File: src/hdl/ssd_pkg.sv
// Shared types, opcodes, segment tables and animation pattern function.
package ssd_pkg;

    localparam int unsigned DELAY_W = 24;
    localparam logic [DELAY_W-1:0] DLY_MASK = '1;
    localparam logic [DELAY_W-1:0] DELAY_RST = DELAY_W'(100000);
    localparam logic [3:0] STEP_WRAP = 4'd12;

    // input function codes
    localparam logic [3:0] F_DIGIT  = 4'd0;
    localparam logic [3:0] F_HEX    = 4'd1;
    localparam logic [3:0] F_CHAR   = 4'd2;
    localparam logic [3:0] F_RAW    = 4'd3;
    localparam logic [3:0] F_SETSEG = 4'd4;
    localparam logic [3:0] F_TOGSEG = 4'd5;
    localparam logic [3:0] F_BLANK  = 4'd6;
    localparam logic [3:0] F_ALL    = 4'd7;
    localparam logic [3:0] F_MINUS  = 4'd8;
    localparam logic [3:0] F_UNDER  = 4'd9;
    localparam logic [3:0] F_DEGREE = 4'd10;
    localparam logic [3:0] F_ERROR  = 4'd11;
    localparam logic [3:0] F_START  = 4'd12;
    localparam logic [3:0] F_STOP   = 4'd13;
    localparam logic [3:0] F_TICK   = 4'd14;

    // classified operations handed to the back end
    localparam logic [2:0] OP_NOP    = 3'd0;
    localparam logic [2:0] OP_DRAW   = 3'd1;
    localparam logic [2:0] OP_SETSEG = 3'd2;
    localparam logic [2:0] OP_TOGSEG = 3'd3;
    localparam logic [2:0] OP_START  = 3'd4;
    localparam logic [2:0] OP_STOP   = 3'd5;
    localparam logic [2:0] OP_TICK   = 3'd6;

    // animation modes
    localparam logic [2:0] MODE_CW    = 3'd0;
    localparam logic [2:0] MODE_CCW   = 3'd1;
    localparam logic [2:0] MODE_BLINK = 3'd2;
    localparam logic [2:0] MODE_CHASE = 3'd3;
    localparam logic [2:0] MODE_LOAD  = 3'd4;

    // port bit order msb..lsb: A F B G E C D DP
    localparam logic [2:0] BIT_A = 3'd7;
    localparam logic [2:0] BIT_F = 3'd6;
    localparam logic [2:0] BIT_B = 3'd5;
    localparam logic [2:0] BIT_E = 3'd3;
    localparam logic [2:0] BIT_C = 3'd2;
    localparam logic [2:0] BIT_D = 3'd1;
    localparam logic [2:0] BIT_DP = 3'd0;

    localparam logic [7:0] SYM_BLANK  = 8'h00;
    localparam logic [7:0] SYM_ALL    = 8'hFF;
    localparam logic [7:0] SYM_MINUS  = 8'h10;
    localparam logic [7:0] SYM_UNDER  = 8'h02;
    localparam logic [7:0] SYM_DEGREE = 8'hF0;
    localparam logic [7:0] SYM_ERROR  = 8'hDA;
    localparam logic [7:0] SYM_LETTER_R = 8'h18;

    localparam logic [7:0] NUM_TAB [10] = '{
        8'hEE, 8'h24, 8'hBA, 8'hB6, 8'h74, 8'hD6, 8'hDE, 8'hA4, 8'hFE, 8'hF6
    };
    localparam logic [7:0] HEXL_TAB [6] = '{
        8'hFC, 8'h5E, 8'hCA, 8'h3E, 8'hDA, 8'hD8
    };
    localparam logic [2:0] RING [6] = '{BIT_A, BIT_B, BIT_C, BIT_D, BIT_E, BIT_F};

    typedef struct packed {
        logic [2:0]         op;
        logic [7:0]         pat;     // pattern before polarity inversion
        logic               dp;
        logic [2:0]         seg;
        logic               seg_on;
        logic               acc;
        logic [2:0]         kind;
        logic [DELAY_W-1:0] delay;
    } t_cmd;

    // {valid, pattern} for one animation step; step stays below STEP_WRAP
    function automatic logic [8:0] anim_pattern(input logic [2:0] mode,
                                                input logic [3:0] step);
        logic [2:0] s6;
        logic [2:0] s7;
        logic [2:0] idx;
        logic [3:0] sum;
        logic [7:0] pat;
        logic       ok;
        s6  = (step >= 4'd6) ? 3'(step - 4'd6) : step[2:0];
        s7  = (step >= 4'd7) ? 3'(step - 4'd7) : step[2:0];
        pat = 8'h00;
        ok  = 1'b1;
        idx = 3'd0;
        sum = 4'd0;
        case (mode)
            MODE_CW: begin
                pat = 8'b1 << RING[s6];
            end
            MODE_CCW: begin
                idx = (s6 == 3'd0) ? 3'd0 : 3'(3'd6 - s6);
                pat = 8'b1 << RING[idx];
            end
            MODE_BLINK: begin
                pat = step[0] ? SYM_BLANK : NUM_TAB[0];
            end
            MODE_CHASE: begin
                for (int i = 0; i < 3; i++) begin
                    sum = {1'b0, s6} + 4'(i);
                    idx = (sum >= 4'd6) ? 3'(sum - 4'd6) : sum[2:0];
                    pat = pat | (8'b1 << RING[idx]);
                end
            end
            MODE_LOAD: begin
                for (int i = 0; i < 6; i++) begin
                    if (3'(i) <= s7) begin
                        pat = pat | (8'b1 << RING[i]);
                    end
                end
            end
            default: begin
                ok = 1'b0;
            end
        endcase
        return {ok, pat};
    endfunction

endpackage

File: src/hdl/seven_segment_display_controller_unit.sv
// Seven-segment digit controller: command stream in, port status stream out.
// An accepted request is written to the queue, then applied into the back end's output register.
// Throughput: one request per cycle while the output is not stalled.
// A two-entry queue absorbs two requests while the output stalls.
// Synchronous active-low reset: port byte 0, animation stopped, delay 100000,
// port inversion on.
module seven_segment_display_controller_unit (
    input  logic        i_clk,
    input  logic        i_rst_n,
    input  logic        i_cfg_we,
    input  logic        i_cfg_wdata,     // 1: invert port byte, low bit lights
    input  logic        s_axis_tvalid,
    output logic        s_axis_tready,
    // code[7:0], show_dp[8], segment[16:9], seg_on[17], anim_kind[20:18],
    // delay_ticks[44:21], zero fill[47:45]
    input  logic [47:0] s_axis_tdata,
    input  logic [3:0]  s_axis_tuser,    // func[3:0]
    output logic        m_axis_tvalid,
    input  logic        m_axis_tready,
    // port_bits[7:0], dp_lit[8], animating[9], accepted[10], wrote[11], zero fill[15:12]
    output logic [15:0] m_axis_tdata
);

    ssd_pkg::t_cmd front_cmd;
    ssd_pkg::t_cmd queue_cmd;
    logic          queue_ready;
    logic          queue_valid;
    logic          queue_pop;
    logic [7:0]    port_bits;
    logic          dp_lit;
    logic          animating;
    logic          accepted;
    logic          wrote;

    ssd_front u_front (
        .i_func        (s_axis_tuser),
        .i_code        (s_axis_tdata[7:0]),
        .i_show_dp     (s_axis_tdata[8]),
        .i_segment     (s_axis_tdata[16:9]),
        .i_seg_on      (s_axis_tdata[17]),
        .i_anim_kind   (s_axis_tdata[20:18]),
        .i_delay_ticks (s_axis_tdata[44:21]),
        .o_cmd         (front_cmd)
    );

    ssd_fifo u_fifo (
        .i_clk   (i_clk),
        .i_rst_n (i_rst_n),
        .i_push  (s_axis_tvalid),
        .i_data  (front_cmd),
        .o_ready (queue_ready),
        .i_pop   (queue_pop),
        .o_valid (queue_valid),
        .o_data  (queue_cmd)
    );

    ssd_back u_back (
        .i_clk       (i_clk),
        .i_rst_n     (i_rst_n),
        .i_cfg_we    (i_cfg_we),
        .i_cfg_wdata (i_cfg_wdata),
        .i_cmd_valid (queue_valid),
        .i_cmd       (queue_cmd),
        .o_cmd_pop   (queue_pop),
        .o_valid     (m_axis_tvalid),
        .i_ready     (m_axis_tready),
        .o_port_bits (port_bits),
        .o_dp_lit    (dp_lit),
        .o_animating (animating),
        .o_accepted  (accepted),
        .o_wrote     (wrote)
    );

    assign s_axis_tready = queue_ready;
    assign m_axis_tdata  = {4'b0, wrote, accepted, animating, dp_lit, port_bits};

endmodule

File: src/hdl/ssd_front.sv
// Front end: decodes each command request into a classified operation.
module ssd_front (
    input  logic [3:0]                 i_func,
    input  logic [7:0]                 i_code,
    input  logic                       i_show_dp,
    input  logic [7:0]                 i_segment,
    input  logic                       i_seg_on,
    input  logic [2:0]                 i_anim_kind,
    input  logic [ssd_pkg::DELAY_W-1:0] i_delay_ticks,
    output ssd_pkg::t_cmd              o_cmd
);

    logic [7:0] char_fold;
    logic [7:0] disp_pat;
    logic [7:0] sym_pat;

    // case-folded character
    assign char_fold = (i_code >= 8'h61 && i_code <= 8'h7A) ? 8'(i_code - 8'h20) : i_code;

    always_comb begin
        disp_pat = ssd_pkg::SYM_BLANK;
        case (i_func)
            ssd_pkg::F_DIGIT: begin
                if (i_code <= 8'd9) disp_pat = ssd_pkg::NUM_TAB[i_code[3:0]];
            end
            ssd_pkg::F_HEX: begin
                if (i_code <= 8'd9) disp_pat = ssd_pkg::NUM_TAB[i_code[3:0]];
                else if (i_code <= 8'd15) disp_pat = ssd_pkg::HEXL_TAB[3'(i_code - 8'd10)];
            end
            ssd_pkg::F_CHAR: begin
                if (char_fold >= 8'h30 && char_fold <= 8'h39) begin
                    disp_pat = ssd_pkg::NUM_TAB[char_fold[3:0]];
                end else if (char_fold >= 8'h41 && char_fold <= 8'h46) begin
                    disp_pat = ssd_pkg::HEXL_TAB[3'(char_fold - 8'h41)];
                end else if (char_fold == 8'h52) begin
                    disp_pat = ssd_pkg::SYM_LETTER_R;
                end else if (char_fold >= 8'h47 && char_fold <= 8'h5A) begin
                    disp_pat = ssd_pkg::SYM_MINUS;
                end else if (char_fold == 8'h2D) begin
                    disp_pat = ssd_pkg::SYM_MINUS;
                end else if (char_fold == 8'h5F) begin
                    disp_pat = ssd_pkg::SYM_UNDER;
                end
            end
            default: begin
                disp_pat = i_code;
            end
        endcase
    end

    always_comb begin
        case (i_func)
            ssd_pkg::F_ALL:    sym_pat = ssd_pkg::SYM_ALL;
            ssd_pkg::F_MINUS:  sym_pat = ssd_pkg::SYM_MINUS;
            ssd_pkg::F_UNDER:  sym_pat = ssd_pkg::SYM_UNDER;
            ssd_pkg::F_DEGREE: sym_pat = ssd_pkg::SYM_DEGREE;
            ssd_pkg::F_ERROR:  sym_pat = ssd_pkg::SYM_ERROR;
            default:           sym_pat = ssd_pkg::SYM_BLANK;
        endcase
    end

    always_comb begin
        o_cmd        = '0;
        o_cmd.acc    = 1'b1;
        o_cmd.seg    = i_segment[2:0];
        o_cmd.seg_on = i_seg_on;
        o_cmd.kind   = i_anim_kind;
        o_cmd.delay  = i_delay_ticks;
        case (i_func) inside
            [ssd_pkg::F_DIGIT:ssd_pkg::F_RAW]: begin
                o_cmd.op  = ssd_pkg::OP_DRAW;
                o_cmd.pat = disp_pat | {7'b0, i_show_dp};
                o_cmd.dp  = i_show_dp;
            end
            ssd_pkg::F_SETSEG, ssd_pkg::F_TOGSEG: begin
                if (i_segment > 8'd7) begin
                    o_cmd.op  = ssd_pkg::OP_NOP;
                    o_cmd.acc = 1'b0;
                end else begin
                    o_cmd.op = (i_func == ssd_pkg::F_SETSEG) ? ssd_pkg::OP_SETSEG
                                                             : ssd_pkg::OP_TOGSEG;
                end
            end
            [ssd_pkg::F_BLANK:ssd_pkg::F_ERROR]: begin
                o_cmd.op  = ssd_pkg::OP_DRAW;
                o_cmd.pat = sym_pat;
                o_cmd.dp  = (i_func == ssd_pkg::F_ALL);
            end
            ssd_pkg::F_START: o_cmd.op = ssd_pkg::OP_START;
            ssd_pkg::F_STOP:  o_cmd.op = ssd_pkg::OP_STOP;
            ssd_pkg::F_TICK:  o_cmd.op = ssd_pkg::OP_TICK;
            default:          o_cmd.op = ssd_pkg::OP_NOP;
        endcase
    end

endmodule

File: src/hdl/ssd_fifo.sv
// Two-entry command queue between front and back end.
module ssd_fifo (
    input  logic          i_clk,
    input  logic          i_rst_n,
    input  logic          i_push,
    input  ssd_pkg::t_cmd i_data,
    output logic          o_ready,
    input  logic          i_pop,
    output logic          o_valid,
    output ssd_pkg::t_cmd o_data
);

    ssd_pkg::t_cmd r_mem [2];
    logic          r_wr_ptr;
    logic          r_rd_ptr;
    logic [1:0]    r_count;
    logic          n_wr_ptr;
    logic          n_rd_ptr;
    logic [1:0]    n_count;
    logic          do_push;
    logic          do_pop;

    assign o_ready = (r_count != 2'd2);
    assign o_valid = (r_count != 2'd0);
    assign o_data  = r_mem[r_rd_ptr];
    assign do_push = i_push && o_ready;
    assign do_pop  = i_pop && o_valid;

    always_comb begin
        n_wr_ptr = do_push ? ~r_wr_ptr : r_wr_ptr;
        n_rd_ptr = do_pop ? ~r_rd_ptr : r_rd_ptr;
        n_count  = r_count + {1'b0, do_push} - {1'b0, do_pop};
    end

    always_ff @(posedge i_clk) begin
        if (!i_rst_n) begin
            r_wr_ptr <= 1'b0;
            r_rd_ptr <= 1'b0;
            r_count  <= 2'd0;
        end else begin
            r_wr_ptr <= n_wr_ptr;
            r_rd_ptr <= n_rd_ptr;
            r_count  <= n_count;
        end
    end

    always_ff @(posedge i_clk) begin
        if (do_push) begin
            r_mem[r_wr_ptr] <= i_data;
        end
    end

endmodule

File: src/hdl/ssd_back.sv
// Back end: display and animation state, applies one operation per cycle unless the output stalls.
module ssd_back (
    input  logic          i_clk,
    input  logic          i_rst_n,
    input  logic          i_cfg_we,
    input  logic          i_cfg_wdata,
    input  logic          i_cmd_valid,
    input  ssd_pkg::t_cmd i_cmd,
    output logic          o_cmd_pop,
    output logic          o_valid,
    input  logic          i_ready,
    output logic [7:0]    o_port_bits,
    output logic          o_dp_lit,
    output logic          o_animating,
    output logic          o_accepted,
    output logic          o_wrote
);

    logic                        r_invert;
    logic [7:0]                  r_port;
    logic                        r_dp;
    logic                        r_run;
    logic [2:0]                  r_mode;
    logic [3:0]                  r_step;
    logic [ssd_pkg::DELAY_W-1:0] r_delay;
    logic [ssd_pkg::DELAY_W-1:0] r_ticks;
    logic                        r_valid;
    logic                        r_acc;
    logic                        r_wrote;

    logic [7:0]                  n_port;
    logic                        n_dp;
    logic                        n_run;
    logic [2:0]                  n_mode;
    logic [3:0]                  n_step;
    logic [ssd_pkg::DELAY_W-1:0] n_delay;
    logic [ssd_pkg::DELAY_W-1:0] n_ticks;
    logic                        n_wrote;

    logic                        take;
    logic [7:0]                  seg_mask;
    logic [ssd_pkg::DELAY_W-1:0] ticks_inc;
    logic [8:0]                  anim_out;
    logic [3:0]                  step_inc;

    // output register frees up when empty or being taken
    assign take      = i_cmd_valid && (!r_valid || i_ready);
    assign o_cmd_pop = take;

    assign seg_mask  = 8'b1 << i_cmd.seg;
    assign ticks_inc = (r_ticks != ssd_pkg::DLY_MASK) ? r_ticks + 1'b1 : r_ticks;
    assign anim_out  = ssd_pkg::anim_pattern(r_mode, r_step);
    assign step_inc  = r_step + 4'd1;

    always_comb begin
        n_port  = r_port;
        n_dp    = r_dp;
        n_run   = r_run;
        n_mode  = r_mode;
        n_step  = r_step;
        n_delay = r_delay;
        n_ticks = r_ticks;
        n_wrote = 1'b0;
        case (i_cmd.op)
            ssd_pkg::OP_DRAW: begin
                n_run   = 1'b0;
                n_dp    = i_cmd.dp;
                n_port  = r_invert ? ~i_cmd.pat : i_cmd.pat;
                n_wrote = 1'b1;
            end
            ssd_pkg::OP_SETSEG: begin
                n_run = 1'b0;
                if (i_cmd.seg == ssd_pkg::BIT_DP) n_dp = i_cmd.seg_on;
                if (r_invert ^ i_cmd.seg_on) n_port = r_port | seg_mask;
                else n_port = r_port & ~seg_mask;
                n_wrote = 1'b1;
            end
            ssd_pkg::OP_TOGSEG: begin
                n_run = 1'b0;
                if (i_cmd.seg == ssd_pkg::BIT_DP) n_dp = ~r_dp;
                n_port  = r_port ^ seg_mask;
                n_wrote = 1'b1;
            end
            ssd_pkg::OP_START: begin
                n_mode  = i_cmd.kind;
                n_delay = i_cmd.delay;
                n_step  = 4'd0;
                n_run   = 1'b1;
                n_ticks = '0;
            end
            ssd_pkg::OP_STOP: begin
                n_run = 1'b0;
            end
            ssd_pkg::OP_TICK: begin
                if (r_run) begin
                    n_ticks = ticks_inc;
                    if (ticks_inc >= r_delay) begin
                        n_ticks = '0;
                        if (anim_out[8]) begin
                            n_port  = r_invert ? ~anim_out[7:0] : anim_out[7:0];
                            n_step  = (step_inc >= ssd_pkg::STEP_WRAP) ? 4'd0 : step_inc;
                            n_wrote = 1'b1;
                            if (r_mode == ssd_pkg::MODE_BLINK) n_dp = 1'b0;
                        end
                    end
                end
            end
            default: begin
            end
        endcase
    end

    always_ff @(posedge i_clk) begin
        if (!i_rst_n) begin
            r_invert <= 1'b1;
            r_port   <= 8'h00;
            r_dp     <= 1'b0;
            r_run    <= 1'b0;
            r_mode   <= ssd_pkg::MODE_CW;
            r_step   <= 4'd0;
            r_delay  <= ssd_pkg::DELAY_RST;
            r_ticks  <= '0;
            r_valid  <= 1'b0;
        end else begin
            if (i_cfg_we) r_invert <= i_cfg_wdata;
            if (take) begin
                r_port  <= n_port;
                r_dp    <= n_dp;
                r_run   <= n_run;
                r_mode  <= n_mode;
                r_step  <= n_step;
                r_delay <= n_delay;
                r_ticks <= n_ticks;
                r_valid <= 1'b1;
            end else if (i_ready) begin
                r_valid <= 1'b0;
            end
        end
    end

    always_ff @(posedge i_clk) begin
        if (take) begin
            r_acc   <= i_cmd.acc;
            r_wrote <= n_wrote;
        end
    end

    assign o_valid     = r_valid;
    assign o_port_bits = r_port;
    assign o_dp_lit    = r_dp;
    assign o_animating = r_run;
    assign o_accepted  = r_acc;
    assign o_wrote     = r_wrote;

endmodule
File: config.mk
export PLATFORM = sky130hd
export DESIGN_NAME = seven_segment_display_controller_unit
export DESIGN_NICKNAME = d
export VERILOG_FILES = /design/src/hdl/ssd_pkg.sv /design/src/hdl/seven_segment_display_controller_unit.sv /design/src/hdl/ssd_front.sv /design/src/hdl/ssd_fifo.sv /design/src/hdl/ssd_back.sv
export SDC_FILE = /design/constraint.sdc
export NUM_CORES = 1
export LEC_CHECK = 0
export BUFFER_PORTS_ARGS = -buffer_cell sky130_fd_sc_hd__buf_2
export CELL_PAD_IN_SITES_DETAIL_PLACEMENT = 1
export CELL_PAD_IN_SITES_GLOBAL_PLACEMENT = 2
export CORE_UTILIZATION = 39
export DETAILED_ROUTE_END_ITERATION = 10
export MAX_ROUTING_LAYER = met4
export PLACE_DENSITY = 0.82
export REMOVE_ABC_BUFFERS = 1
export SYNTH_ARGS = -nofsm -noshare
export SYNTH_HDL_FRONTEND = slang
export SYNTH_SLANG_ARGS = --single-unit
File: constraint.sdc
create_clock -name i_clk -period 4.99 [get_ports i_clk]
set_input_delay 0.2495 -clock i_clk [delete_from_list [all_inputs] [get_ports i_clk]]
set_output_delay 0.2495 -clock i_clk [all_outputs]
set_load 0.005 [all_outputs]
-- Word-level counts from Yosys, hierarchy flattened
Memories as Yosys holds them, arrays and structs flattened. A register that Yosys moved wholly into a read port is not among the register bits.
Cells that the tools add are included.
- bitwise operators: 22
- div/mod/pow operators: 0
- reduce and logical (&&, ||, !) cells: 30
- add/subtract/negate cells: 15
- shifts and indexed selects: 6
- multiply operators: 0
- order comparisons: 37
- equality and inequality tests: 33
- mux-type cells: 93
- operators with widths (cell ; number):
    8-bit 2-to-1 mux ; 25
    8-bit case mux with 5 select lines ; 2
    24-bit 2-to-1 mux ; 3
    3-bit 2-to-1 mux ; 24
    24-bit case mux with 2 select lines ; 1
    1-bit by 3-bit << shifter with 8-bit output (first input constant) ; 6
    4-bit >= comparator (second input constant) ; 8
    8-bit case mux with 4 select lines ; 1
    4-bit equality test (second input constant) ; 7
    3-bit NOT with 4-bit output ; 7
    9-bit 2-to-1 mux ; 3
    24-bit by 1-bit adder with 24-bit output (second input constant) ; 1
    24-bit >= comparator ; 1
    8-bit by 7-bit >= comparator with 1-bit output (second input constant) ; 3
    8-bit by 7-bit <= comparator with 1-bit output (second input constant) ; 3
    24-bit inequality test (second input constant) ; 1
    8-bit NOT ; 3
    8-bit OR ; 3
    8-bit case mux with 3 select lines ; 1
    4-bit by 3-bit >= comparator with 1-bit output (second input constant) ; 5
    1-bit 2-to-1 mux ; 20
    4-bit 2-to-1 mux ; 5
    8-bit by 7-bit equality test with 1-bit output (second input constant) ; 2
    8-bit by 4-bit <= comparator with 1-bit output (second input constant) ; 2
    57 further kinds ; 99
- flip-flop bits (word level): 73
- bits in latches: 0
- bits in writable memories: 88
- bits of input ports: 58
- word-level logic and storage cells: 260
- memories kept: 10
- ROM bits: 504
- memory list (memory ; words ; bits a word ; read ports ; clocked after Yosys merged registers in ; wr ports ; RTL line ; RTL):
    (no name shown) ; 16 ; 8 ; 1 ; 0 ; 0 ; ssd_front.sv:24 ; if (i_code <= 8'd9) disp_pat = ssd_pkg::NUM_TAB[i_code[3:0]];
    (no name shown) ; 16 ; 8 ; 1 ; 0 ; 0 ; ssd_front.sv:32 ; disp_pat = ssd_pkg::NUM_TAB[char_fold[3:0]];
    u_fifo.r_mem ; 2 ; 44 ; 1 ; 1 ; 1 ; ssd_fifo.sv:13 ; ssd_pkg::t_cmd r_mem [2];
    (no name shown) ; 8 ; 8 ; 1 ; 0 ; 0 ; ssd_front.sv:28 ; else if (i_code <= 8'd15) disp_pat = ssd_pkg::HEXL_TAB[3'(i_code - 8'd10)];
    (no name shown) ; 8 ; 8 ; 1 ; 0 ; 0 ; ssd_front.sv:34 ; disp_pat = ssd_pkg::HEXL_TAB[3'(char_fold - 8'h41)];
    (no name shown) ; 8 ; 3 ; 1 ; 0 ; 0 ; ssd_pkg.sv:95 ; pat = 8'b1 << RING[s6];
    +4 memories ; -- ; -- ; -- ; -- ; -- ; -- ;

-- Depth between registers and ports, before layout
Gate-level depths: netlist of the first run.
- depth in word-level cells: 19
- depth in mapped cells: 19
- gate-level depth less buffers: 15

-- Cells and area by module
From an unflattened synthesis of the first run, not the netlist that was laid out.
- cell total of the unflattened synthesis: 1061
- area total of the unflattened synthesis: 10179.8 um^2
- modules (own cells, without submodules) (module ; area each (um^2) ; instances ; sequential area each (um^2) ; cells an instance):
    ssd_back ; 5132.4 ; 1 ; 1401.3 ; 680
    ssd_fifo ; 3613.5 ; 1 ; 2742.6 ; 161
    ssd_front ; 1370.1 ; 1 ; 0.0 ; 211
    seven_segment_display_controller_unit ; 63.8 ; 1 ; 0.0 ; 9

-- Worst setup path after synthesis of the first run
OpenSTA, ideal clock, no wires.
- kind: reg2reg
- from: register u_back.r_ticks[12] (netlist bit)
- to: register u_back.r_ticks[12] (netlist bit)
- stages on the path, launching flop included: 18
- slack: 942 ps
- period minus slack after synthesis: 4048 ps
- library setup time: 70 ps
- arrival time: 3977 ps
- data required time: 4920 ps
- path through: dfxtp_1 -> buf_2 -> nand4_1 -> or4_1 -> nor3_4 -> nor2_1 -> and3_1 -> xor2_1 -> ha_1 -> nand4_1 -> nor3_1 -> or3_1 -> a211o_1 -> a221o_1 -> buf_6 -> or2_1 -> or3_1 -> a21boi_1
- longest elaborated chain between the ends: 6
- elaborated cells on any way between the ends: 7
- classes of those cells: add/sub (1); order compare (1); eq/ne (1); mux (4)
- RTL lines (item ; RTL line ; RTL):
    start: declaration ; ssd_back.sv:26 ; logic [ssd_pkg::DELAY_W-1:0] r_ticks;
    start signal: assignment ; ssd_back.sv:133 ; r_ticks <= n_ticks;
    24-bit by 1-bit adder with 24-bit output / 24-bit inequality test (equally long branches) ; ssd_back.sv:51 ; assign ticks_inc = (r_ticks != ssd_pkg::DLY_MASK) ? r_ticks + 1'b1 : r_ticks;
    24-bit 2-to-1 mux * ; ssd_back.sv:51 ;
    24-bit >= comparator ; ssd_back.sv:97 ; if (ticks_inc >= r_delay) begin
    24-bit 2-to-1 mux * ; ssd_back.sv:97 ;
    24-bit 2-to-1 mux * ; ssd_back.sv:95 ; if (r_run) begin
    24-bit case mux with 2 select lines * ; ssd_back.sv:64 ; case (i_cmd.op)
Every way passes the cells marked *; elsewhere a longest branch is shown, timed or not. The select of a mux whose other input is x is not followed.
A chain may end at the register's enable or synchronous reset.

-- Worst setup path after layout of the first run
Ends and elaborated chain as after synthesis.

==> results of run 1 <==
kinds of logic (layout without fill, tap and decap cells):
group / count (synthesis) / count (layout) / synth area share (%)
XOR/XNOR: 34 / 34 / 2.97
AND/OR/NAND/NOR: 377 / 377 / 19.4
AO/OA/AOI/OAI: 265 / 265 / 18.8
flip-flops: 162 / 162 / 41.3
multiplexers: 67 / 67 / 6.82
buffers and inverters: 114 / 194 / 4.84
other: 1 / 4 / 0.0374
adder cells (fa/ha/maj): 47 / 47 / 5.86
final timing paths:
check	endpoint	slack (ns)	cells past startpoint
hold reg to reg	u_back.r_delay[10]	0.49	2
setup reg to reg	u_back.r_ticks[12]	0.29	15
hold / removal	u_fifo.r_mem[0][16]	0.02	1
setup / recovery	u_back.r_ticks[12]	0.29	15
power breakdown:
group / internal (mW) / total [mW] / switching, mW
sequential: 1.60 / 1.72 / 0.123
clock: 0.689 / 1.34 / 0.653
combinational: 0.428 / 1.03 / 0.602
total: 2.72 / 4.09 / 1.38
per-layer routing:
layer	share of wire [%]	routed length (um)
met1	48	12800
met2	48	12600
met3	2.4	641
met4	1.7	452
met5	0	0
state kept, by name (all words and copies together) (netlist names), named ones only:
register and count:
u_fifo.r_mem 88, u_back.r_delay 24, u_back.r_ticks 24, u_back.o_port_bits 8
u_back.r_step 4, u_back.r_mode 3, u_fifo.r_count 2, u_back.o_accepted 1
u_back.o_animating 1, u_back.o_dp_lit 1, u_back.o_valid 1, u_back.o_wrote 1
u_back.r_invert 1, u_fifo.r_rd_ptr 1, u_fifo.r_wr_ptr 1
worst reg2reg max path, cell delays in order, from the launching register on:
cell,delay (ns)
dfxtp_1,0.48
nand4_1,0.27
or4_1,0.53
nor3_4,0.33
nor2_1,0.22
and3_1,0.26
xor2_1,0.15
ha_1,0.34
nand4_1,0.12
nor3_1,0.06
or3_1,0.31
a211o_1,0.28
a221o_1,0.49
or2_1,0.31
or3_1,0.32
a21boi_1,0.16
placed cells by master (no fill, tap or decap), types with 10 or more instances in the layout:
cell type      synthesis  routed
nand2_1              120     120
edfxtp_1              90      90
nor2_1                72      71
dfxtp_1               72      71
buf_2                 15      68
mux2i_1               56      56
inv_1                 51      51
a21oi_1               51      51
o21ai_0               49      49
ha_1                  47      47
dlygate4sd3_1          0      28
nor2b_1               24      24
nand3_1               24      24
o211a_1               23      23
xnor2_1               22      22
nor3_1                21      20
clkbuf_16              0      17
and2_1                16      16
and3_1                16      15
buf_4                  8      15
nand2b_1              14      14
o211ai_1              14      14
xor2_1                12      12
mux2_2                11      11
o22ai_1               11      11
a211oi_1              10      10
a21o_1                10      10
repair_timing:
| action | CTS | global route |
|---|---|---|
| hold buffers | 28 | 0 |
| hold endpoints to repair | 55 | 0 |
| setup buffers | 0 | 0 |
cell type report:
| cell class | instances | area, um2 | area share [%] |
|---|---|---|---|
| Multi-Input combinational cell | 794 | 5430 | 47.1 |
| Sequential cell | 162 | 4150 | 35.9 |
| Timing Repair Buffer | 111 | 733 | 6.35 |
| Clock buffer | 17 | 425 | 3.69 |
| Tap cell | 330 | 413 | 3.58 |
| Clock inverter | 15 | 198 | 1.71 |
| Inverter | 51 | 191 | 1.66 |
metrics by stage:
stage / cells / worst slack [ns]
floorplan: 1007 / -0.204
global placement: 1420 / 0.412
detailed placement: 1420 / 0.355
CTS: 1480 / 0.313
global route: 1480 / 0.0262
finish: 1480 / 0.289
==> results.md, run 1 <==
* outcome: finished, final reports clean
* DR vias: 8,224
* number of top-level pins: 76
* Setup Crit Path Kind: flop to flop
* total number of yosys warnings: 0
* met1 track demand over resource: 27.0%
* proportion of netlist area held by the largest area contributor: 26.9%
* layout cells sized above 1: 13.2%
* most frequent cells after synthesis: 120 x nand2_1, 90 x edfxtp_1, 72 x dfxtp_1, 72 x nor2_1, 56 x mux2i_1
* Mean Syn Cell Area: 9.41 um2
* count of filler cells inserted in the layout: 2,895
* via count of the first global-routing pass: 8,561
* largest net degree at the start of global routing: 46
* critical path required time: 5.35 ns
* most frequent cell after synthesis: nand2_1
* worst-case headroom to the max-slew limit: 21.7%
* final critical path time including I/O delays and setup: 4.70 ns
* sequential-to-total area share from yosys stat: 41.3%
* initial DRC count: 461
* delay of the slowest cell on the worst path: 0.53 ns
* finished layout cell area: 11,500 um2
* detailed-route wire length: 26,500 um
* cell types occupying the most area after synthesis: edfxtp_1 27%, dfxtp_1 14%, ha_1 5.9%
* Slew @ Worst Pin: 1.17 ns
* most congested layer reported by global routing: met2
* setup repair after global routing missed its margin: no
* GR met3 Demand/Resource: 2.67%
* Final Util: 45.8%
* Fin. Hold Viols: 0
* buffer cell driving the clock tree root: clkbuf_16
* global-route wire length before repair: 43,800 um
* detailed-route DRC error count: 0
* Lkg Pwr: 4.70 nW
* Largest delay share family, worst path: simple AND/OR/NAND/NOR gates
* biggest fanout along the worst timing path: 9
* dpl cell area: 10,600 um2
* Pins Over Slew Limit: 0
* number of distinct library cells after synthesis: 85
* post-cts repair resize count: 0
* deepest level of the CTS H-tree: 4
* number of clock buffers inserted by TritonCTS: 17
* standard-cell rows: 58
* biggest area consumer among synthesized cells: edfxtp_1
* EDFF count, synth: 90
* area of the core region: 25,200 um2
* Chip Height: 162 um
* HPWL after detailed placement: 19,000 um
* peak supply drop: 219 uV
* number of sinks on the clock net: 162
* die outline area: 26,400 um2
* clock slew at the register clock pins of the worst setup and hold paths: 0.08 ns
* Nets: 1,242
* clk_skew: 0.0176 ns
* HP Start: s_axis_tdata[37]
* sequence of cells on the critical path: nand4_1 -> or4_1 -> nor3_4 -> nor2_1 -> and3_1 -> xor2_1 -> ha_1 -> nand4_1 -> nor3_1 -> or3_1 -> a211o_1 -> a221o_1 -> or2_1 -> or3_1 -> a21boi_1
* gate count after technology mapping: 1,067
* Post-synth top flop: edfxtp_1
* count of input and output buffers: 68
* ANT cells: 0
* Bufs and invs on worst path: 0
* 1st-pass router iterations: 5
* average wire per standard cell: 17.9 um
* clock tree from TritonCTS: yes
* Die Span X: 162 um
* final critical-path share of the clock period: 94.2%
* Final ANT Viol Nets: 0
* category of the worst setup path capture point: flop
* Power Density: 355 nW/um2
* fraction of registers with async set/reset: 0%
* maximum achievable frequency: 213 MHz
* flops & latches, synth: 162
* layout-stage area growth over the synthesis result: 15.0%
* met2 GRT Util: 35.5%
* maximum number of buffers from clock root to sink: 2
* Final TNS setup: 0 ns
* arrival time worst endpoint: 5.06 ns
* Tot GR Track Use: 21.5%
* library cell contributing the largest single delay on the critical path: or4_1
* Worst setup startpoint: u_back.r_ticks[12]
* mapped cell area: 10,000 um2
* count of maximum capacitance violations: 0
* worst hold path class: input pin to flop
* drt via density: 5.56
* CP Launch Type: flop
* setup violators final: 0
* gp weighted congestion: 0.881
* initial antenna violation count: 0
* total power consumption of the routed design: 4.09 mW
* worst-skew pair later-pin latency: 0.44 ns
* total gr overflow: 0
* Worst R2R Start: u_back.r_ticks[12]
* worst-case hold slack: 0.0221 ns
* initial standard-cell utilization of the core: 39.9%
(Power assumes the default switching activity.)
==> inputs of run 2 (changes only) <==
--- a/config.mk
+++ b/config.mk
@@ -5,13 +5,14 @@
 export SDC_FILE = /design/constraint.sdc
 export NUM_CORES = 1
 export LEC_CHECK = 0
+export ABC_AREA = 1
 export BUFFER_PORTS_ARGS = -buffer_cell sky130_fd_sc_hd__buf_2
 export CELL_PAD_IN_SITES_DETAIL_PLACEMENT = 1
 export CELL_PAD_IN_SITES_GLOBAL_PLACEMENT = 2
-export CORE_UTILIZATION = 39
+export CORE_UTILIZATION = 36
 export DETAILED_ROUTE_END_ITERATION = 10
 export MAX_ROUTING_LAYER = met4
-export PLACE_DENSITY = 0.82
+export PLACE_DENSITY = 0.81
 export REMOVE_ABC_BUFFERS = 1
 export SYNTH_ARGS = -nofsm -noshare
 export SYNTH_HDL_FRONTEND = slang
==> results.md, run 2 <==
* number of distinct library cells after synthesis: 54, was 85
* total power consumption of the routed design: 4.88 mW, was 4.09 mW
* buffer cell driving the clock tree root: clkbuf_16, unchanged
* sequence of cells on the critical path: ha_1 -> nand4_1 -> nor2_4 -> nand3_2 -> nor2_4 -> inv_2 -> nand4_1 -> nor2_1 -> xor2_1 -> ha_1 -> nand3_1 -> nor3_1 -> nand3_1 -> and3_1 -> nand3_1 -> nand3_2 -> inv_2 -> o21ai_0 -> nor2_1, was nand4_1 -> or4_1 -> nor3_4 -> nor2_1 -> and3_1 -> xor2_1 -> ha_1 -> nand4_1 -> nor3_1 -> or3_1 -> a211o_1 -> a221o_1 -> or2_1 -> or3_1 -> a21boi_1
* gp weighted congestion: 0.877, was 0.881
* post-cts repair resize count: 0, unchanged
* mux cell area share after synthesis: 1.08%, was 6.82%
* standard-cell rows: 59, was 58
* outcome: finished with violations, was finished, final reports clean
* Fin. Hold Viols: 0, unchanged
* clock tree from TritonCTS: yes, unchanged
* failing checks: design-rule violations
* die outline area: 27,600 um2, was 26,400 um2
* post-synthesis share of cell area spent on and, or, nand and nor gates: 23.9%, was 19.4%
* Power Density: 436 nW/um2, was 355 nW/um2
* layout cells sized above 1: 12.8%, was 13.2%
* Tot GR Track Use: 20.3%, was 21.5%
* worst-case headroom to the max-slew limit: 50.3%, was 21.7%
* worst-skew pair later-pin latency: 0.43 ns, was 0.44 ns
* setup violators final: 0, unchanged
* number of clock buffers inserted by TritonCTS: 17, unchanged
* final critical path time including I/O delays and setup: 4.24 ns, was 4.70 ns
* Mean Syn Cell Area: 7.81 um2, was 9.41 um2
* DR vias: 8,423, was 8,224
* average wire per standard cell: 15.8 um, was 17.9 um
* maximum number of buffers from clock root to sink: 2, unchanged
* Most flops, register: u_fifo.r_mem, unchanged
* delay of the slowest cell on the worst path: 0.42 ns, was 0.53 ns
* HPWL after detailed placement: 19,500 um, was 19,000 um
* most common cell after layout, fill and taps aside: nand2_1, unchanged
* cell types occupying the most area after synthesis: edfxtp_1 28%, dfxtp_1 15%, nand2_1 9.5%, was edfxtp_1 27%, dfxtp_1 14%, ha_1 5.9%
* main combinational cell family by area after synthesis: simple AND/OR/NAND/NOR gates, unchanged
* global-route wire length before repair: 43,800 um, about the same
* total number of yosys warnings: 0, unchanged
* Final TNS setup: 0 ns, unchanged
* largest registers: u_fifo.r_mem (88), u_back.r_delay (24), u_back.r_ticks (24), unchanged
* largest net degree at the start of global routing: 56, was 46
* via count of the first global-routing pass: 8,627, was 8,561
* most used cells in the layout excluding fill and tap cells: 247 x nand2_1, 161 x inv_1, 129 x a21oi_1, was 120 x nand2_1, 90 x edfxtp_1, 71 x nor2_1, 71 x dfxtp_1, 68 x buf_2
* Setup Crit Path Kind: flop to flop, unchanged
* initial DRC count: 350, was 461
* compound-gate portion of the synthesized area: 14.3%, was 18.8%
* proportion of netlist area held by the largest area contributor: 27.8%, was 26.9%
* EDFF count, synth: 90, unchanged
* Nets: 1,430, was 1,242
* clk_skew: 0.0105 ns, was 0.0176 ns
* fraction of registers with async set/reset: 0%, unchanged
* Post-synth top flop: edfxtp_1, unchanged
* Lkg Pwr: 4.75 nW, was 4.70 nW
* Chip Height: 166 um, was 162 um
* initial standard-cell utilization of the core: 37.0%, was 39.9%
* Slew @ Worst Pin: 0.727 ns, was 1.17 ns
* adder and majority cell fraction of the synthesized area: 6.06%, was 5.86%
* most frequent cell after synthesis: nand2_1, unchanged
* peak supply drop: 197 uV, was 219 uV
* detailed-route DRC error count: 1, was 0
* Pins Over Slew Limit: 0, unchanged
* count of filler cells inserted in the layout: 3,282, was 2,895
* initial antenna violation count: 0, unchanged
* area of the core region: 26,300 um2, was 25,200 um2
* final critical-path share of the clock period: 85.0%, was 94.2%
* critical path required time: 5.35 ns, about the same
* most frequent cells after synthesis: 247 x nand2_1, 161 x inv_1, 129 x a21oi_1, was 120 x nand2_1, 90 x edfxtp_1, 72 x dfxtp_1, 72 x nor2_1, 56 x mux2i_1
* most used cell, CP: nand3_1
* number of sinks on the clock net: 162, unchanged
* 1st-pass router iterations: 8, was 5
* gate count after technology mapping: 1,244, was 1,067
* clock slew at the register clock pins of the worst setup and hold paths: 0.07 ns, was 0.08 ns
* Die Span X: 166 um, was 162 um
* sequential-to-total area share from yosys stat: 42.7%, was 41.3%
* mapped cell area: 9710 um2, was 10,000 um2
* library cell contributing the largest single delay on the critical path: dfxtp_1, was or4_1
* biggest fanout along the worst timing path: 10, was 9
* ANT cells: 0, unchanged
* category of the worst setup path capture point: flop, unchanged
* drt via density: 5.03, was 5.56
* dpl cell area: 10,400 um2, was 10,600 um2
* worst hold path class: input pin to flop, unchanged
* fraction of synthesized cell area in xor and xnor cells: 2.86%, was 2.97%
* CP Launch Type: flop, unchanged
* setup repair after global routing missed its margin: no, unchanged
* slack of the worst reg-to-reg path: 0.75 ns, was 0.29 ns
* Final ANT Viol Nets: 0, unchanged
* deepest level of the CTS H-tree: 4, unchanged
* finished layout cell area: 11,200 um2, was 11,500 um2
* arrival time worst endpoint: 4.60 ns, was 5.06 ns
* number of top-level pins: 76, unchanged
* layout-stage area growth over the synthesis result: 15.4%, was 15.0%
* Largest register FFs: 88, unchanged
* total gr overflow: 0, unchanged
* biggest area consumer among synthesized cells: edfxtp_1, unchanged
* Final Util: 42.7%, was 45.8%
* maximum achievable frequency: 236 MHz, was 213 MHz
* flops & latches, synth: 162, unchanged
* count of input and output buffers: 68, unchanged
* detailed-route wire length: 26,400 um, was 26,500 um
* count of maximum capacitance violations: 0, unchanged
==> run 2: through the flow <==
step | cells | setup slack, ns | hold WS [ns]
after detailed placement | 1618 | 0.816 | 0.441
after global routing | 1673 | 0.409 | 0.00303
after floorplan | 1207 | 0.977 | 0.343
after global placement | 1618 | 0.871 | 0.431
after CTS | 1672 | 0.762 | 0.000423
final | 1673 | 0.750 | 0.0179
==> run 2: cell type report <==
class	instances	area (um2)	share of cell area [%]
Inverter	179	672	5.99
Tap cell	335	419	3.74
Multi-Input combinational cell	866	4720	42.1
Sequential cell	162	4150	37.0
Clock buffer	17	425	3.80
Timing Repair Buffer	99	631	5.63
Clock inverter	15	196	1.75
==> run 2: worst max-delay path, delay by kind of cell, from the launching register on <==
kind,cells,cell delay [ns]
DFF,1,0.42
xor gates and xnor gates,1,0.18
and+or+nand+nor,13,2.53
buffers and inverters,2,0.36
AOI/OAI and AO/OA,1,0.11
adders and majority gates,2,0.56
==> run 2: worst paths after layout <==
path / from / end / depth (start not counted)
min reg2reg: u_fifo.r_rd_ptr / u_fifo.r_rd_ptr / 1
max reg2reg: u_back.r_ticks[0] / u_back.o_port_bits[6] / 19
min: s_axis_tdata[9] / u_fifo.r_mem[1][29] / 1
max: u_back.r_ticks[0] / u_back.o_port_bits[6] / 19
==> run 2: cells by family after synthesis <==
| logic type | count (synthesis) |
|---|---|
| and+or+nand+nor | 521 |
| AOI/OAI and AO/OA | 254 |
| buffers and inverters | 219 |
| DFF | 162 |
| adders and majority gates | 47 |
| xor gates and xnor gates | 30 |
| muxes | 10 |
| other | 1 |
==> run 2: repair_timing <==
action	CTS	global route
endpoints found under the hold margin	43	2
buffers inserted	0	0
hold buffers	22	1
==> run 2: power by group <==
group / switching, mW / internal, mW / total [mW]
logic: 1.18 / 0.590 / 1.77
clock network: 0.654 / 0.693 / 1.35
registers: 0.137 / 1.63 / 1.77
total: 1.97 / 2.92 / 4.88
==> run 2: layer usage <==
| layer | vias to the layer above | GRT usage (%) | routed length, um |
|---|---|---|---|
| met4 | 0 | 5.27 | 210 |
| met2 | 87 | 32.7 | 12400 |
| met5 | - | - | 0 |
| met1 | 4011 | 27.1 | 13300 |
| li1 | 4313 | - | - |
| met3 | 12 | 2.12 | 483 |
==> inputs of run 3 (changes only) <==
==> constraint.sdc (replaced) <==
create_clock -name i_clk -period 4.31 [get_ports i_clk]
set_input_delay 0.2155 -clock i_clk [delete_from_list [all_inputs] [get_ports i_clk]]
set_output_delay 0.2155 -clock i_clk [all_outputs]
set_load 0.005 [all_outputs]
==> results.md, run 3 (same netlist as run 2, synthesis figures left out) <==
* outcome: finished with violations, unchanged
* failing checks: design-rule violations, unchanged
* Largest register FFs: 88, unchanged
* largest registers: u_fifo.r_mem (88), u_back.r_delay (24), u_back.r_ticks (24), unchanged
* peak supply drop: 196 uV, was 197 uV
* finished layout cell area: 11,400 um2, was 11,200 um2
* ANT cells: 0, unchanged
* worst-case hold slack: 0.145 ns, was 0.0179 ns
* gp weighted congestion: 0.865, was 0.877
* arrival time worst endpoint: 4.26 ns, was 4.60 ns
* area of the core region: 26,300 um2, unchanged
* dpl cell area: 10,400 um2, about the same
* Nets: 1,445, was 1,430
* Non-Filler Instances: 1,688, was 1,673
* category of the worst setup path capture point: flop, unchanged
* clock tree from TritonCTS: yes, unchanged
* Final ANT Viol Nets: 0, unchanged
* critical path required time: 4.68 ns, was 5.35 ns
* worst-skew pair later-pin latency: 0.45 ns, was 0.43 ns
* maximum achievable frequency: 257 MHz, was 236 MHz
* drt via density: 5.06, was 5.03
* Most flops, register: u_fifo.r_mem, unchanged
* initial standard-cell utilization of the core: 37.0%, unchanged
* standard-cell rows: 59, unchanged
* average wire per standard cell: 16.3 um, was 15.8 um
* 1st-pass router iterations: 7, was 8
* Fin. Hold Viols: 0, unchanged
* largest net degree at the start of global routing: 56, unchanged
* DR vias: 8,539, was 8,423
* Slew @ Worst Pin: 0.950 ns, was 0.727 ns
* clock slew at the register clock pins of the worst setup and hold paths: 0.08 ns, was 0.07 ns
* Tot GR Track Use: 21.2%, was 20.3%
* number of clock buffers inserted by TritonCTS: 17, unchanged
* most common cell after layout, fill and taps aside: nand2_1, unchanged
* setup violators final: 0, unchanged
* buffer cell driving the clock tree root: clkbuf_16, unchanged
* initial antenna violation count: 0, unchanged
* count of maximum capacitance violations: 0, unchanged
* detailed-route wire length: 27,500 um, was 26,400 um
* Power Density: 509 nW/um2, was 436 nW/um2
* via count of the first global-routing pass: 8,972, was 8,627
* final critical-path share of the clock period: 90.1%, was 85.0%
* final critical path time including I/O delays and setup: 3.88 ns, was 4.24 ns
* HPWL after detailed placement: 20,100 um, was 19,500 um
* setup repair after global routing missed its margin: no, unchanged
* deepest level of the CTS H-tree: 4, unchanged
* Setup Crit Path Kind: flop to flop, unchanged
* initial DRC count: 412, was 350
* die outline area: 27,600 um2, unchanged
* most used cells in the layout excluding fill and tap cells: 247 x nand2_1, 161 x inv_1, 129 x a21oi_1, unchanged
* number of top-level pins: 76, unchanged
* biggest fanout along the worst timing path: 8, was 10
* CP Launch Type: flop, unchanged
* layout-stage area growth over the synthesis result: 17.3%, was 15.4%
* Lkg Pwr: 4.83 nW, was 4.75 nW
* detailed-route DRC error count: 1, unchanged
* number of sinks on the clock net: 162, unchanged
* clk_skew: 0.0169 ns, was 0.0105 ns
* total gr overflow: 0, unchanged
* Pins Over Slew Limit: 0, unchanged
* maximum number of buffers from clock root to sink: 2, unchanged
* Chip Height: 166 um, unchanged
* worst-case headroom to the max-slew limit: 36.5%, was 50.3%
* Die Span X: 166 um, unchanged
* placed cell count: 1,623, was 1,618
* worst hold path class: input pin to flop, unchanged
* global-route wire length before repair: 45,800 um, was 43,800 um
* Final TNS setup: 0 ns, unchanged
* layout cells sized above 1: 13.1%, was 12.8%
* count of input and output buffers: 68, unchanged
[run 3: area by class of cell]
type                    instances  area (um2)
fillers                      3260       14900
multi-input cells             866        4730
flip-flops and latches        162        4150
repair buffers                114         768
inverters                     179         672
clock buffers                  17         425
well taps                     335         419
clock inverters                15         234
[run 3: stage by stage]
stage	power, mW	setup slack, ns	utilization, %
after floorplan	3.50	0.297	-
after global placement	4.08	0.496	39.6
after detailed placement	4.15	0.380	39.6
after CTS	5.85	0.329	43.3
after global routing	6.24	0.0457	43.3
final	5.79	0.426	43.3
[run 3: report_power, final]
part / internal (mW) / switching (mW)
clock network: 0.824 / 0.836
logic: 0.697 / 1.37
registers: 1.89 / 0.175
total: 3.41 / 2.38
[run 3: repair_timing]
action	in CTS	in global routing
endpoints found under the hold margin	63	0
hold buffers	33	0
setup buffers	0	0
resized for setup	0	1
endpoints found under the setup margin	0	3
[run 3: routing by layer]
metal	track usage [%]	wire length [um]	vias to the layer above
met5	-	0	-
met2	34.9	13000	88
li1	-	-	4333
met3	2.79	545	18
met4	4.59	253	0
met1	27.9	13700	4100
[run 3: worst paths after layout]
check | start | endpoint | slack [ns] | cells past startpoint
max reg2reg | u_back.r_ticks[0] | u_back.o_port_bits[7] | 0.43 | 21
max | u_back.r_ticks[0] | u_back.o_port_bits[7] | 0.43 | 21
min reg2reg | u_fifo.r_rd_ptr | flop | 0.46 | 1
min | s_axis_tdata[8] | u_fifo.r_mem[1][32] | 0.14 | 3
[run 3: critical path, cell delays in order, from the launching register on]
cell     delay, ns
dfxtp_1       0.37
ha_1          0.23
nand4_1       0.21
nor2_4        0.10
nand3_2       0.09
nor2_4        0.04
inv_2         0.13
nand4_1       0.20
nor2_1        0.28
nand4_1       0.14
xnor2_1       0.21
ha_1          0.33
nand4_1       0.15
nor3_2        0.23
nand3_1       0.10
and3_1        0.17
nand3_1       0.20
nand3_2       0.16
buf_4         0.20
nor2_1        0.10
nand2_1       0.06
a21oi_1       0.11
